==> src/hdl/wfd_pkg.sv <==
// ----------------------------------------------------------------------------
// Weighted feature distance package
// Shared widths, register indexes and controller/datapath interface types.
// ----------------------------------------------------------------------------
package wfd_pkg;

	// Feature vector limits.
	localparam int MaxFeatures = 6;
	localparam int NumWeights  = 6;
	localparam int PosW        = 3;

	// Payload and arithmetic widths.
	localparam int ValueW  = 16;
	localparam int WeightW = 16;
	localparam int MagW    = ValueW + 1;
	localparam int SqW     = 2 * MagW - 1;
	localparam int TermW   = WeightW + SqW;
	localparam int SumW    = 52;
	localparam int CostW   = 26;
	localparam int RemW    = CostW + 1;

	// Square root iteration count (two radicand bits per step).
	localparam int RootSteps = SumW / 2;
	localparam int StepCntW  = $clog2(RootSteps);

	// Configuration port.
	localparam int CfgIdxW  = 3;
	localparam int CfgDataW = 16;
	localparam logic [CfgIdxW-1:0] RegNormMode = 3'd0;
	localparam logic [CfgIdxW-1:0] RegWeight0  = 3'd1;

	// Norm mode codes.
	localparam logic ModeL1 = 1'b0;
	localparam logic ModeL2 = 1'b1;

	// Reset weight: 1.0 in Q8.8.
	localparam logic [WeightW-1:0] WeightReset = 16'h0100;

	typedef logic [NumWeights-1:0][WeightW-1:0] weight_arr_t;

	// Commands from the controller to the datapath.
	typedef struct packed {
		logic capture;
		logic square;
		logic multiply;
		logic accumulate;
		logic load_root;
		logic root_step;
		logic load_out;
	} wfd_cmd_t;

	// Status from the datapath to the controller.
	typedef struct packed {
		logic pos_full;
	} wfd_status_t;

endpackage

==> src/hdl/weighted_feature_distance_core.sv <==
// ----------------------------------------------------------------------------
// Weighted feature distance core
// Streams feature pairs and reports the square root of their weighted distance.
// ----------------------------------------------------------------------------
// Usage:
// Each input transaction carries one feature pair (value_a, value_b, each
// signed Q12.4 with an undefined flag that makes it zero) and last_element.
// The block adds weight * |a - b| (L1 mode) or weight * (a - b)^2 (L2 mode)
// for positions 0 to 5; later positions add nothing and raise
// too_many_features. On the last element one output transaction delivers
// the floor square root of the sum, and the vector state clears.
// Sequence: an element passes through capture, square, weight multiply and
// accumulate, with in_stall high until it is done; the weight multiply uses
// the one multiplier shared by both modes. An element past position 5 is only
// captured. The last element then adds a load step, 26 square root steps (two
// radicand bits per step) and the output register load, which waits until
// the output slot is free.
// A finished result waits in the output register while in_stall is low for
// the next vector's elements; only a second result waits for the slot.
// Reset clears the sum, position and output valid, sets all weights to 1.0 and
// mode L1. The user must write configuration only while idle; not enforced.
// ----------------------------------------------------------------------------
module weighted_feature_distance_core (
	input  logic                              clk,
	input  logic                              arst_n,
	input  logic                              cfg_write_en,
	input  logic [wfd_pkg::CfgIdxW-1:0]       cfg_index,
	input  logic [wfd_pkg::CfgDataW-1:0]      cfg_data,
	input  logic                              in_valid,
	output logic                              in_stall,
	input  logic signed [wfd_pkg::ValueW-1:0] value_a,
	input  logic                              a_undefined,
	input  logic signed [wfd_pkg::ValueW-1:0] value_b,
	input  logic                              b_undefined,
	input  logic                              last_element,
	output logic                              out_valid,
	input  logic                              out_stall,
	output logic [wfd_pkg::CostW-1:0]         cost,
	output logic                              too_many_features
);
	import wfd_pkg::*;

	logic        norm_mode;
	weight_arr_t weights;
	wfd_cmd_t    cmd;
	wfd_status_t status;

	wfd_cfg u_cfg (
		.clk          (clk),
		.arst_n       (arst_n),
		.cfg_write_en (cfg_write_en),
		.cfg_index    (cfg_index),
		.cfg_data     (cfg_data),
		.norm_mode    (norm_mode),
		.weights      (weights)
	);

	wfd_ctrl u_ctrl (
		.clk          (clk),
		.arst_n       (arst_n),
		.in_valid     (in_valid),
		.in_stall     (in_stall),
		.last_element (last_element),
		.out_valid    (out_valid),
		.out_stall    (out_stall),
		.cmd          (cmd),
		.status       (status)
	);

	wfd_dp u_dp (
		.clk               (clk),
		.arst_n            (arst_n),
		.cmd               (cmd),
		.status            (status),
		.value_a           (value_a),
		.a_undefined       (a_undefined),
		.value_b           (value_b),
		.b_undefined       (b_undefined),
		.norm_mode         (norm_mode),
		.weights           (weights),
		.cost              (cost),
		.too_many_features (too_many_features)
	);

endmodule

==> src/hdl/wfd_cfg.sv <==
// ----------------------------------------------------------------------------
// Weighted feature distance configuration registers
// Holds the norm mode and the six position weights written over the write port.
// ----------------------------------------------------------------------------
module wfd_cfg (
	input  logic                         clk,
	input  logic                         arst_n,
	input  logic                         cfg_write_en,
	input  logic [wfd_pkg::CfgIdxW-1:0]  cfg_index,
	input  logic [wfd_pkg::CfgDataW-1:0] cfg_data,
	output logic                         norm_mode,
	output wfd_pkg::weight_arr_t         weights
);
	import wfd_pkg::*;

	logic        norm_mode_q;
	weight_arr_t weights_q;

	// Register writes; an index past the last weight is ignored.
	always_ff @(posedge clk or negedge arst_n) begin
		if (!arst_n) begin
			norm_mode_q <= ModeL1;
			for (int i = 0; i < NumWeights; i++) begin
				weights_q[i] <= WeightReset;
			end
		end else if (cfg_write_en) begin
			if (cfg_index == RegNormMode) begin
				norm_mode_q <= cfg_data[0];
			end
			for (int i = 0; i < NumWeights; i++) begin
				if (cfg_index == CfgIdxW'(int'(RegWeight0) + i)) begin
					weights_q[i] <= cfg_data[WeightW-1:0];
				end
			end
		end
	end

	assign norm_mode = norm_mode_q;
	assign weights   = weights_q;

endmodule

==> src/hdl/wfd_dp.sv <==
// ----------------------------------------------------------------------------
// Weighted feature distance datapath
// Difference magnitude, shared multiplier, running sum and bit-pair square root.
// ----------------------------------------------------------------------------
module wfd_dp (
	input  logic                        clk,
	input  logic                        arst_n,
	input  wfd_pkg::wfd_cmd_t           cmd,
	output wfd_pkg::wfd_status_t        status,
	input  logic signed [wfd_pkg::ValueW-1:0] value_a,
	input  logic                        a_undefined,
	input  logic signed [wfd_pkg::ValueW-1:0] value_b,
	input  logic                        b_undefined,
	input  logic                        norm_mode,
	input  wfd_pkg::weight_arr_t        weights,
	output logic [wfd_pkg::CostW-1:0]   cost,
	output logic                        too_many_features
);
	import wfd_pkg::*;

	// Control state.
	logic [PosW-1:0]    pos_q;
	logic               ovf_q;
	logic [SumW-1:0]    sum_q;

	// Element payload registers.
	logic [MagW-1:0]    mag_q;
	logic               mode_q;
	logic [WeightW-1:0] weight_q;
	logic [SqW-1:0]     sq_q;
	logic [TermW-1:0]   term_q;

	// Square root registers.
	logic [SumW-1:0]    rad_q;
	logic [RemW-1:0]    rem_q;
	logic [CostW-1:0]   root_q;
	logic               flag_q;

	// Output registers.
	logic [CostW-1:0]   cost_q;
	logic               tmf_q;

	logic [MagW-1:0]    a_ext;
	logic [MagW-1:0]    b_ext;
	logic [MagW-1:0]    diff;
	logic [MagW-1:0]    mag;
	logic [WeightW-1:0] weight_sel;
	logic [SqW-1:0]     mul_b;
	logic [TermW-1:0]   product;
	logic [RemW+1:0]    rem_shift;
	logic [RemW+1:0]    trial;
	logic               take;

	assign status.pos_full = (pos_q >= PosW'(MaxFeatures));

	// Difference magnitude of the two values, undefined ones read as zero.
	always_comb begin
		a_ext = a_undefined ? '0 : {value_a[ValueW-1], value_a};
		b_ext = b_undefined ? '0 : {value_b[ValueW-1], value_b};
		diff  = a_ext - b_ext;
		mag   = diff[MagW-1] ? (~diff + MagW'(1)) : diff;
	end

	// Weight of the current position.
	always_comb begin
		weight_sel = '0;
		for (int i = 0; i < NumWeights; i++) begin
			if (pos_q == PosW'(i)) begin
				weight_sel = weights[i];
			end
		end
	end

	// Shared weight multiplier: magnitude in L1 mode, square in L2 mode.
	assign mul_b   = (mode_q == ModeL2) ? sq_q : SqW'(mag_q);
	assign product = TermW'(weight_q) * TermW'(mul_b);

	// One square root step: bring down two radicand bits and try to subtract.
	assign rem_shift = {rem_q, rad_q[SumW-1 -: 2]};
	assign trial     = {1'b0, root_q, 2'b01};
	assign take      = (rem_shift >= trial);

	// Element payload capture and multiplier pipeline.
	always_ff @(posedge clk) begin
		if (cmd.capture) begin
			mag_q    <= mag;
			mode_q   <= norm_mode;
			weight_q <= weight_sel;
		end
		if (cmd.square) begin
			sq_q <= SqW'(mag_q) * SqW'(mag_q);
		end
		if (cmd.multiply) begin
			term_q <= product;
		end
	end

	// Running sum, position and overflow mark for the current vector.
	always_ff @(posedge clk or negedge arst_n) begin
		if (!arst_n) begin
			pos_q <= '0;
			ovf_q <= 1'b0;
			sum_q <= '0;
		end else if (cmd.load_root) begin
			pos_q <= '0;
			ovf_q <= 1'b0;
			sum_q <= '0;
		end else begin
			if (cmd.capture) begin
				if (status.pos_full) begin
					ovf_q <= 1'b1;
				end else begin
					pos_q <= pos_q + PosW'(1);
				end
			end
			if (cmd.accumulate) begin
				sum_q <= sum_q + SumW'(term_q);
			end
		end
	end

	// Integer square root, one result bit per step.
	always_ff @(posedge clk) begin
		if (cmd.load_root) begin
			rad_q  <= sum_q;
			rem_q  <= '0;
			root_q <= '0;
			flag_q <= ovf_q;
		end else if (cmd.root_step) begin
			rad_q  <= {rad_q[SumW-3:0], 2'b00};
			rem_q  <= take ? RemW'(rem_shift - trial) : RemW'(rem_shift);
			root_q <= {root_q[CostW-2:0], take};
		end
	end

	// Result register toward the output channel.
	always_ff @(posedge clk) begin
		if (cmd.load_out) begin
			cost_q <= root_q;
			tmf_q  <= flag_q;
		end
	end

	assign cost              = cost_q;
	assign too_many_features = tmf_q;

endmodule

==> src/hdl/wfd_ctrl.sv <==
// ----------------------------------------------------------------------------
// Weighted feature distance controller
// Sequences each element through the datapath and runs the square root.
// ----------------------------------------------------------------------------
module wfd_ctrl (
	input  logic                 clk,
	input  logic                 arst_n,
	input  logic                 in_valid,
	output logic                 in_stall,
	input  logic                 last_element,
	output logic                 out_valid,
	input  logic                 out_stall,
	output wfd_pkg::wfd_cmd_t    cmd,
	input  wfd_pkg::wfd_status_t status
);
	import wfd_pkg::*;

	localparam logic [2:0] StIdle   = 3'd0;
	localparam logic [2:0] StSquare = 3'd1;
	localparam logic [2:0] StMul    = 3'd2;
	localparam logic [2:0] StAcc    = 3'd3;
	localparam logic [2:0] StLoad   = 3'd4;
	localparam logic [2:0] StRoot   = 3'd5;
	localparam logic [2:0] StOut    = 3'd6;

	logic [2:0]          state_q;
	logic [2:0]          state_d;
	logic                last_q;
	logic [StepCntW-1:0] step_q;
	logic                out_valid_q;
	logic                in_accept;
	logic                slot_free;

	assign in_stall  = (state_q != StIdle);
	assign in_accept = in_valid && (state_q == StIdle);
	assign slot_free = !out_valid_q || !out_stall;

	// Next state and datapath commands.
	always_comb begin
		state_d = state_q;
		cmd     = '0;
		unique case (state_q)
			StIdle: begin
				if (in_accept) begin
					cmd.capture = 1'b1;
					if (!status.pos_full) begin
						state_d = StSquare;
					end else if (last_element) begin
						state_d = StLoad;
					end
				end
			end
			StSquare: begin
				cmd.square = 1'b1;
				state_d    = StMul;
			end
			StMul: begin
				cmd.multiply = 1'b1;
				state_d      = StAcc;
			end
			StAcc: begin
				cmd.accumulate = 1'b1;
				state_d        = last_q ? StLoad : StIdle;
			end
			StLoad: begin
				cmd.load_root = 1'b1;
				state_d       = StRoot;
			end
			StRoot: begin
				cmd.root_step = 1'b1;
				if (step_q == StepCntW'(RootSteps - 1)) begin
					state_d = StOut;
				end
			end
			StOut: begin
				if (slot_free) begin
					cmd.load_out = 1'b1;
					state_d      = StIdle;
				end
			end
			default: begin
				state_d = StIdle;
			end
		endcase
	end

	// State, last mark and step counter.
	always_ff @(posedge clk or negedge arst_n) begin
		if (!arst_n) begin
			state_q <= StIdle;
			last_q  <= 1'b0;
			step_q  <= '0;
		end else begin
			state_q <= state_d;
			if (in_accept) begin
				last_q <= last_element;
			end
			if (cmd.load_root) begin
				step_q <= '0;
			end else if (cmd.root_step) begin
				step_q <= step_q + StepCntW'(1);
			end
		end
	end

	// Output valid: set when a result loads, cleared when it is taken.
	always_ff @(posedge clk or negedge arst_n) begin
		if (!arst_n) begin
			out_valid_q <= 1'b0;
		end else if (cmd.load_out) begin
			out_valid_q <= 1'b1;
		end else if (!out_stall) begin
			out_valid_q <= 1'b0;
		end
	end

	assign out_valid = out_valid_q;

endmodule

==> config.mk <==
export PLATFORM = sky130hd
export DESIGN_NAME = weighted_feature_distance_core
export DESIGN_NICKNAME = d
export VERILOG_FILES = /design/src/hdl/wfd_pkg.sv /design/src/hdl/weighted_feature_distance_core.sv /design/src/hdl/wfd_cfg.sv /design/src/hdl/wfd_dp.sv /design/src/hdl/wfd_ctrl.sv
export SDC_FILE = /design/constraint.sdc
export NUM_CORES = 2
export LEC_CHECK = 0
export ABC_AREA = 0
export ABC_CLOCK_PERIOD_IN_PS = 6900
export BUFFER_PORTS_ARGS = -buffer_cell sky130_fd_sc_hd__buf_2
export CORE_ASPECT_RATIO = 0.5
export CORE_MARGIN = 3
export CORE_UTILIZATION = 55
export CTS_CLUSTER_DIAMETER = 80
export CTS_CLUSTER_SIZE = 8
export DETAILED_ROUTE_END_ITERATION = 8
export PLACE_DENSITY = 0.71
export SETUP_SLACK_MARGIN = 0.1
export SYNTH_ARGS = -nofsm -noshare
export SYNTH_HDL_FRONTEND = slang
export SYNTH_HIERARCHICAL = 1
export SYNTH_SLANG_ARGS = --single-unit
==> constraint.sdc <==
create_clock -name clk -period 6.9 [get_ports clk]
set_clock_uncertainty 0.1 [all_clocks]
set_input_delay 2.07 -clock clk [delete_from_list [all_inputs] [get_ports clk]]
set_output_delay 2.07 -clock clk [all_outputs]
set_load 0.05 [all_outputs]
# Word-level counts from Yosys, hierarchy flattened
# Cells that the tools add are included.
# Widths: inputs -> output; s select.
[word_totals]
register_bits = 412
wordCells = 124
[classes]
n_addsub = 6
multipliers = 2
n_lt_le_gt_ge = 2
n_eq_ne = 24
mux = 41
n_bitwise = 1
reduce_logical = 22
[op_table]
columns = ["cell", "count"]
rows = [
  ["$mux 52", 4],
  ["$mux 16", 7],
  ["$add 52x49->52", 1],
  ["$mul 16x33->49", 1],
  ["$mux 17", 2],
  ["$mul 17x17->33", 1],
  ["$mux 33", 1],
  ["$ge 29x28->1", 1],
  ["$mux 27", 1],
  ["$mux 3", 9],
  ["$sub 27x27->27", 1],
  ["$eq 3x3->1 const B", 8],
  ["$pmux 3 s7", 1],
  ["$eq 3x2->1 const B", 6],
  ["$reduce_and 2->1", 9],
  ["$add 17x1->17 const B", 1],
  ["$not 17->17", 1],
  ["$sub 17x17->17", 1],
  ["$mux 1", 14],
  ["$mux 5", 2],
  ["$eq 3x1->1 const B", 3],
  ["$logic_not 3->1", 3],
  ["$ne 2x1->1 const B", 4],
  ["$reduce_bool 2->1", 4],
  ["11 further kinds", 12],
]

# Longest topological paths before layout
[logic_depth]
ltp_word = 7
ltp_mapped = 30
depth_no_buf = 26

# Cells and area by module
# The synthesis kept the hierarchy.
[modules_own_cells]
columns = ["module", "n_inst", "cells_per_inst", "area_each_um2", "seq_area_each_um2"]
rows = [
  ["wfd_dp", 1, 4456, 41801.3, 8318.0],
  ["wfd_cfg", 1, 211, 3852.4, 2434.8],
  ["wfd_ctrl", 1, 63, 590.6, 250.2],
]

# Worst setup path before layout
# OpenSTA, ideal clock, no wires.
[synth_timing]
kind = "register to register"
startpoint = "register u_dp.mode_q"
endpoint = "register u_dp.term_q[47] (data pin)"
setup_time_ps = 262
arrival_time_ps = 7192
slack_ps = -655
stages_incl_launch_ff = 27
n_path_buf = 3
cell_sequence = "edfxtp_1 clkbuf_1 clkbuf_1 o21ai_0 clkbuf_1 nand2_1 fa_1 fa_1 fa_1 inv_1 fa_1 fa_1 inv_1 fa_1 inv_1 ha_1 a21o_1 a21o_1 a21oi_4 o211ai_4 a2111oi_4 o21ai_2 and3_4 or4_4 and2_4 nor4_4 a211oi_2"
[synth_via]
elab_chain_cells = 2
[synth_lines]
columns = ["element", "line_no", "source"]
rows = [
  ["start, declared", "wfd_dp.sv:28", "logic mode_q;"],
  ["start signal, assigned", "wfd_dp.sv:87", "mode_q <= norm_mode;"],
  ["$mux 33", "wfd_dp.sv:75", "assign mul_b = (mode_q == ModeL2) ? sq_q : SqW'(mag_q);"],
  ["$mul 16x33->49", "wfd_dp.sv:76", "assign product = TermW'(weight_q) * TermW'(mul_b);"],
  ["net u_dp.product[47]", "wfd_dp.sv:49", "logic [TermW-1:0] product;"],
  ["end signal, assigned", "wfd_dp.sv:94", "term_q <= product;"],
  ["end, declared", "wfd_dp.sv:31", "logic [TermW-1:0] term_q;"],
]
# The timed path passes the listed nets, and every way through them passes these cells.
# A chain may end at the register's enable or synchronous reset.

# Worst setup path in the final report
# Same ends and word-level chain as after synthesis.

==> impl_metrics.json <==
{
  "outcome": "finished with violations",
  "violations": "setup timing",
  "maxSlewViolCount": 0,
  "drive_above_1_share_pct": 15.5,
  "seq_area_frac_synth_pct": 23.8,
  "tightest_slew_ns": 1.20,
  "syn_inst": 4730,
  "period_share_pct": 104,
  "setup_viol": 10,
  "cts.clk_slew.worst_paths_ns": 0.05,
  "setup.worst_path.class": "register to register",
  "fin_crit_ns": 7.20,
  "core_sq_mm": 0.0824,
  "rsz0062_at_grt": "true",
  "synth_edf_count": 195,
  "syn_nets": 5743,
  "grt_pass1_vias": 36321,
  "grtUsageTotal_pct": 25.6,
  "rows": 74,
  "arrival_ns": 7.47,
  "antenna_found_initial": 1,
  "globalRouteMet3Util_pct": 5.79,
  "min_path_type": "register to register",
  "syn_to_final_growth_pct": 12.8,
  "via_count": 33900,
  "nets": 5949,
  "port_buffers": 87,
  "reg2regPathDepth": 25,
  "slew_headroom_pct": 20.3,
  "met1_usage_pct": 34.9,
  "timing.critical_path.to": "u_dp/term_q[47]",
  "die_area_sq_mm": 0.0878,
  "routedWlPerCell_um": 18.1,
  "die_y_um": 211,
  "cp.required_ns": 7.17,
  "drt_iter0_drc": 2626,
  "cts_tree": "done",
  "drc_errors": 0,
  "grt-ovfl-total": 0,
  "max_freq_ghz": 0.139,
  "hpwl_um": 85000,
  "end_kind": "register",
  "ys_seq_elements": 411,
  "use_met2_pct": 42.0,
  "avgSynthCellArea_sq_um": 9.78,
  "cap_violations": 0,
  "grt_busiest_layer": "met2",
  "post_synth_instance_area_sq_mm": 0.0462,
  "cp-start-kind": "register",
  "setup_slack_ns": -0.298,
  "cts-htree-levels": 2,
  "drtAntennaViolNets": 0,
  "worst-path-max-fanout": 7,
  "cts-buffers-inserted": 57,
  "hold_viol_final": 0,
  "rr_endpoint": "u_dp/term_q[47]",
  "grt_max_degree": 157,
  "initial_core_util_pct": 56.1,
  "nFillCells": 6573,
  "cts_hold_buf": 0,
  "yosysUniqueCellTypes": 98,
  "grt_pass1_wl_um": 183000,
  "critPathLaunch": "u_dp/mode_q",
  "gp_congestion": 0.901,
  "async_flop_share_pct": 39.7,
  "ios": 88,
  "cts-root-buf": "clkbuf_16",
  "rrSetupSlack_ns": -0.30,
  "yosysWarnings": 6,
  "clockBufferDepth": 3,
  "ys.flop_type": "edfxtp_1",
  "fp.dieW_um": 416,
  "cts.sink_count": 411,
  "viasPerCell": 5.57,
  "r2r_start": "u_dp/mode_q",
  "drt_first_pass_iters": 6,
  "wl_um": 110000,
  "place_ws_ns": -0.318,
  "clock_latency_ns": 0.64
}
==> cell type report <==
class                           instances  area, sq um  share of cell area (%)
Clock buffer                          106         1650                    3.17
Clock inverter                          2         50.0                  0.0959
Sequential cell                       411        11000                    21.1
Tap cell                             1102         1380                    2.64
Inverter                              815         3060                    5.86
Multi-Input combinational cell       3292        32100                    61.4
Timing Repair Buffer                  359         2970                    5.69
Antenna cell                            1         2.50                 0.00480
==> placed cells by master, fill, tap and decap left out, types with 22 or more instances in the layout <==
cell / netlist / final
nand2b_1: 35 / 35
mux2_4: 30 / 36
xnor2_1: 126 / 122
inv_1: 813 / 800
dfxtp_1: 53 / 53
dfrtp_1: 157 / 157
a21oi_1: 155 / 137
and3_1: 107 / 107
nand2_1: 533 / 522
nor2b_1: 42 / 41
edfxtp_1: 195 / 195
o21ai_1: 24 / 30
clkbuf_16: 0 / 59
mux2_2: 127 / 121
buf_2: 6 / 86
nor2_1: 233 / 228
buf_4: 4 / 224
fa_1: 626 / 604
nand3_1: 45 / 44
xor2_1: 45 / 45
a211oi_1: 44 / 40
clkbuf_1: 187 / 47
and2_1: 206 / 193
buf_12: 3 / 26
nand4_1: 24 / 24
o21ai_0: 115 / 98
a21o_1: 82 / 81
o21a_1: 22 / 22
ha_1: 328 / 310
mux2i_1: 78 / 78
fa_2: 0 / 22
==> metal layers <==
| layer | vias to the layer above | routed length (um) |
|---|---|---|
| li1 | 15704 | - |
| met1 | 16932 | 48200 |
| met2 | 1071 | 50600 |
| met3 | 193 | 8570 |
| met4 | 0 | 2560 |
| met5 | - | 0 |
==> Yosys cell counts (27+ instances only) <==
cell / count / area [sq um]
a21oi_1: 155 / 776
xor2_1: 45 / 394
and2_1: 206 / 1290
mux2_2: 127 / 1430
nor2_1: 233 / 875
fa_1: 626 / 12500
nor2b_1: 42 / 263
mux2_4: 30 / 450
dfxtp_1: 53 / 1060
clkbuf_1: 187 / 702
nand3_1: 45 / 225
o21ai_0: 115 / 576
ha_1: 328 / 4100
edfxtp_1: 195 / 5860
xnor2_1: 126 / 1100
a21o_1: 82 / 616
and3_1: 107 / 669
mux2i_1: 78 / 781
nand2b_1: 35 / 219
dfrtp_1: 157 / 3930
nand2_1: 533 / 2000
a31oi_1: 27 / 169
a211oi_1: 44 / 330
inv_1: 813 / 3050
==> critical path, stage by stage, from the launching register on <==
cell,delay [ns]
edfxtp_1,0.45
buf_6,0.18
buf_16,0.15
o21ai_4,0.32
buf_6,0.15
buf_6,0.09
nand2_1,0.07
fa_1,0.60
fa_2,0.45
fa_1,0.42
fa_1,0.49
inv_1,0.05
fa_1,0.55
fa_1,0.42
ha_2,0.20
a21o_1,0.17
a21o_1,0.20
a21oi_4,0.20
o211ai_4,0.12
a2111oi_4,0.43
o21ai_2,0.11
and3_4,0.16
or4_4,0.43
and2_4,0.19
nor4_4,0.15
a211oi_2,0.05
==> cell families (layout without fill, tap and decap cells) <==
family / after synthesis / after routing / share of synthesized area, %
AND/OR/NAND/NOR: 1308 / 1308 / 13.7
flip-flops: 411 / 411 / 23.8
buffers and inverters: 1027 / 1282 / 8.60
other: 0 / 1 / 0
multiplexers: 235 / 235 / 5.75
AO/OA/AOI/OAI: 624 / 624 / 8.97
adder cells (fa/ha/maj): 954 / 954 / 36.0
XOR/XNOR: 171 / 171 / 3.24
==> what timing repair did <==
action                     in CTS  in global routing
cloned                          4                  0
buffers inserted               25                 13
gates resized for setup        59                112
pin swaps                      37                 86
setup endpoints to repair      15                 32
==> worst min-delay path by stage <==
stage | startpoint | end | slack, ns | depth (start not counted)
floorplan | u_dp/flag_q | u_dp/too_many_features | 0.30 | 0
global placement | u_dp/flag_q | u_dp/too_many_features | 0.30 | 0
detailed placement | u_dp/flag_q | u_dp/too_many_features | 0.31 | 0
CTS | u_dp/flag_q | u_dp/too_many_features | 0.32 | 0
global route | u_dp/flag_q | u_dp/too_many_features | 0.33 | 0
finish | u_dp/flag_q | u_dp/too_many_features | 0.32 | 0
==> state kept, by name (all words and copies together), names as in the netlist, 3 cells and up <==
signal	count
u_ctrl/step_q	5
u_dp/weight_q	16
u_dp/sq_q	32
u_cfg/weights	96
u_dp/cost	26
u_dp/root_q	26
u_dp/mag_q	17
u_dp/term_q	49
u_dp/pos_q	3
u_dp/rem_q	27
u_dp/rad_q	52
u_dp/sum_q	52
u_ctrl/state_q	3
==> per-stage QoR <==
step	utilization [%]	setup TNS, ns	instances	hold slack, ns	area [sq um]
2_1_floorplan	-	0	4730	0.300	46600
3_3_place_gp	59.9	-0.871	5939	0.304	49300
3_5_place_dp	59.9	-1.69	5939	0.308	49300
4_1_cts	62.6	-0.696	6075	0.322	51600
5_1_grt	63.3	-4.01	6087	0.330	52200
6_report	63.3	-1.30	6088	0.318	52200
Power is not shown: default switching activity piles up to over one toggle a cycle in this logic, so the estimate is an artifact.
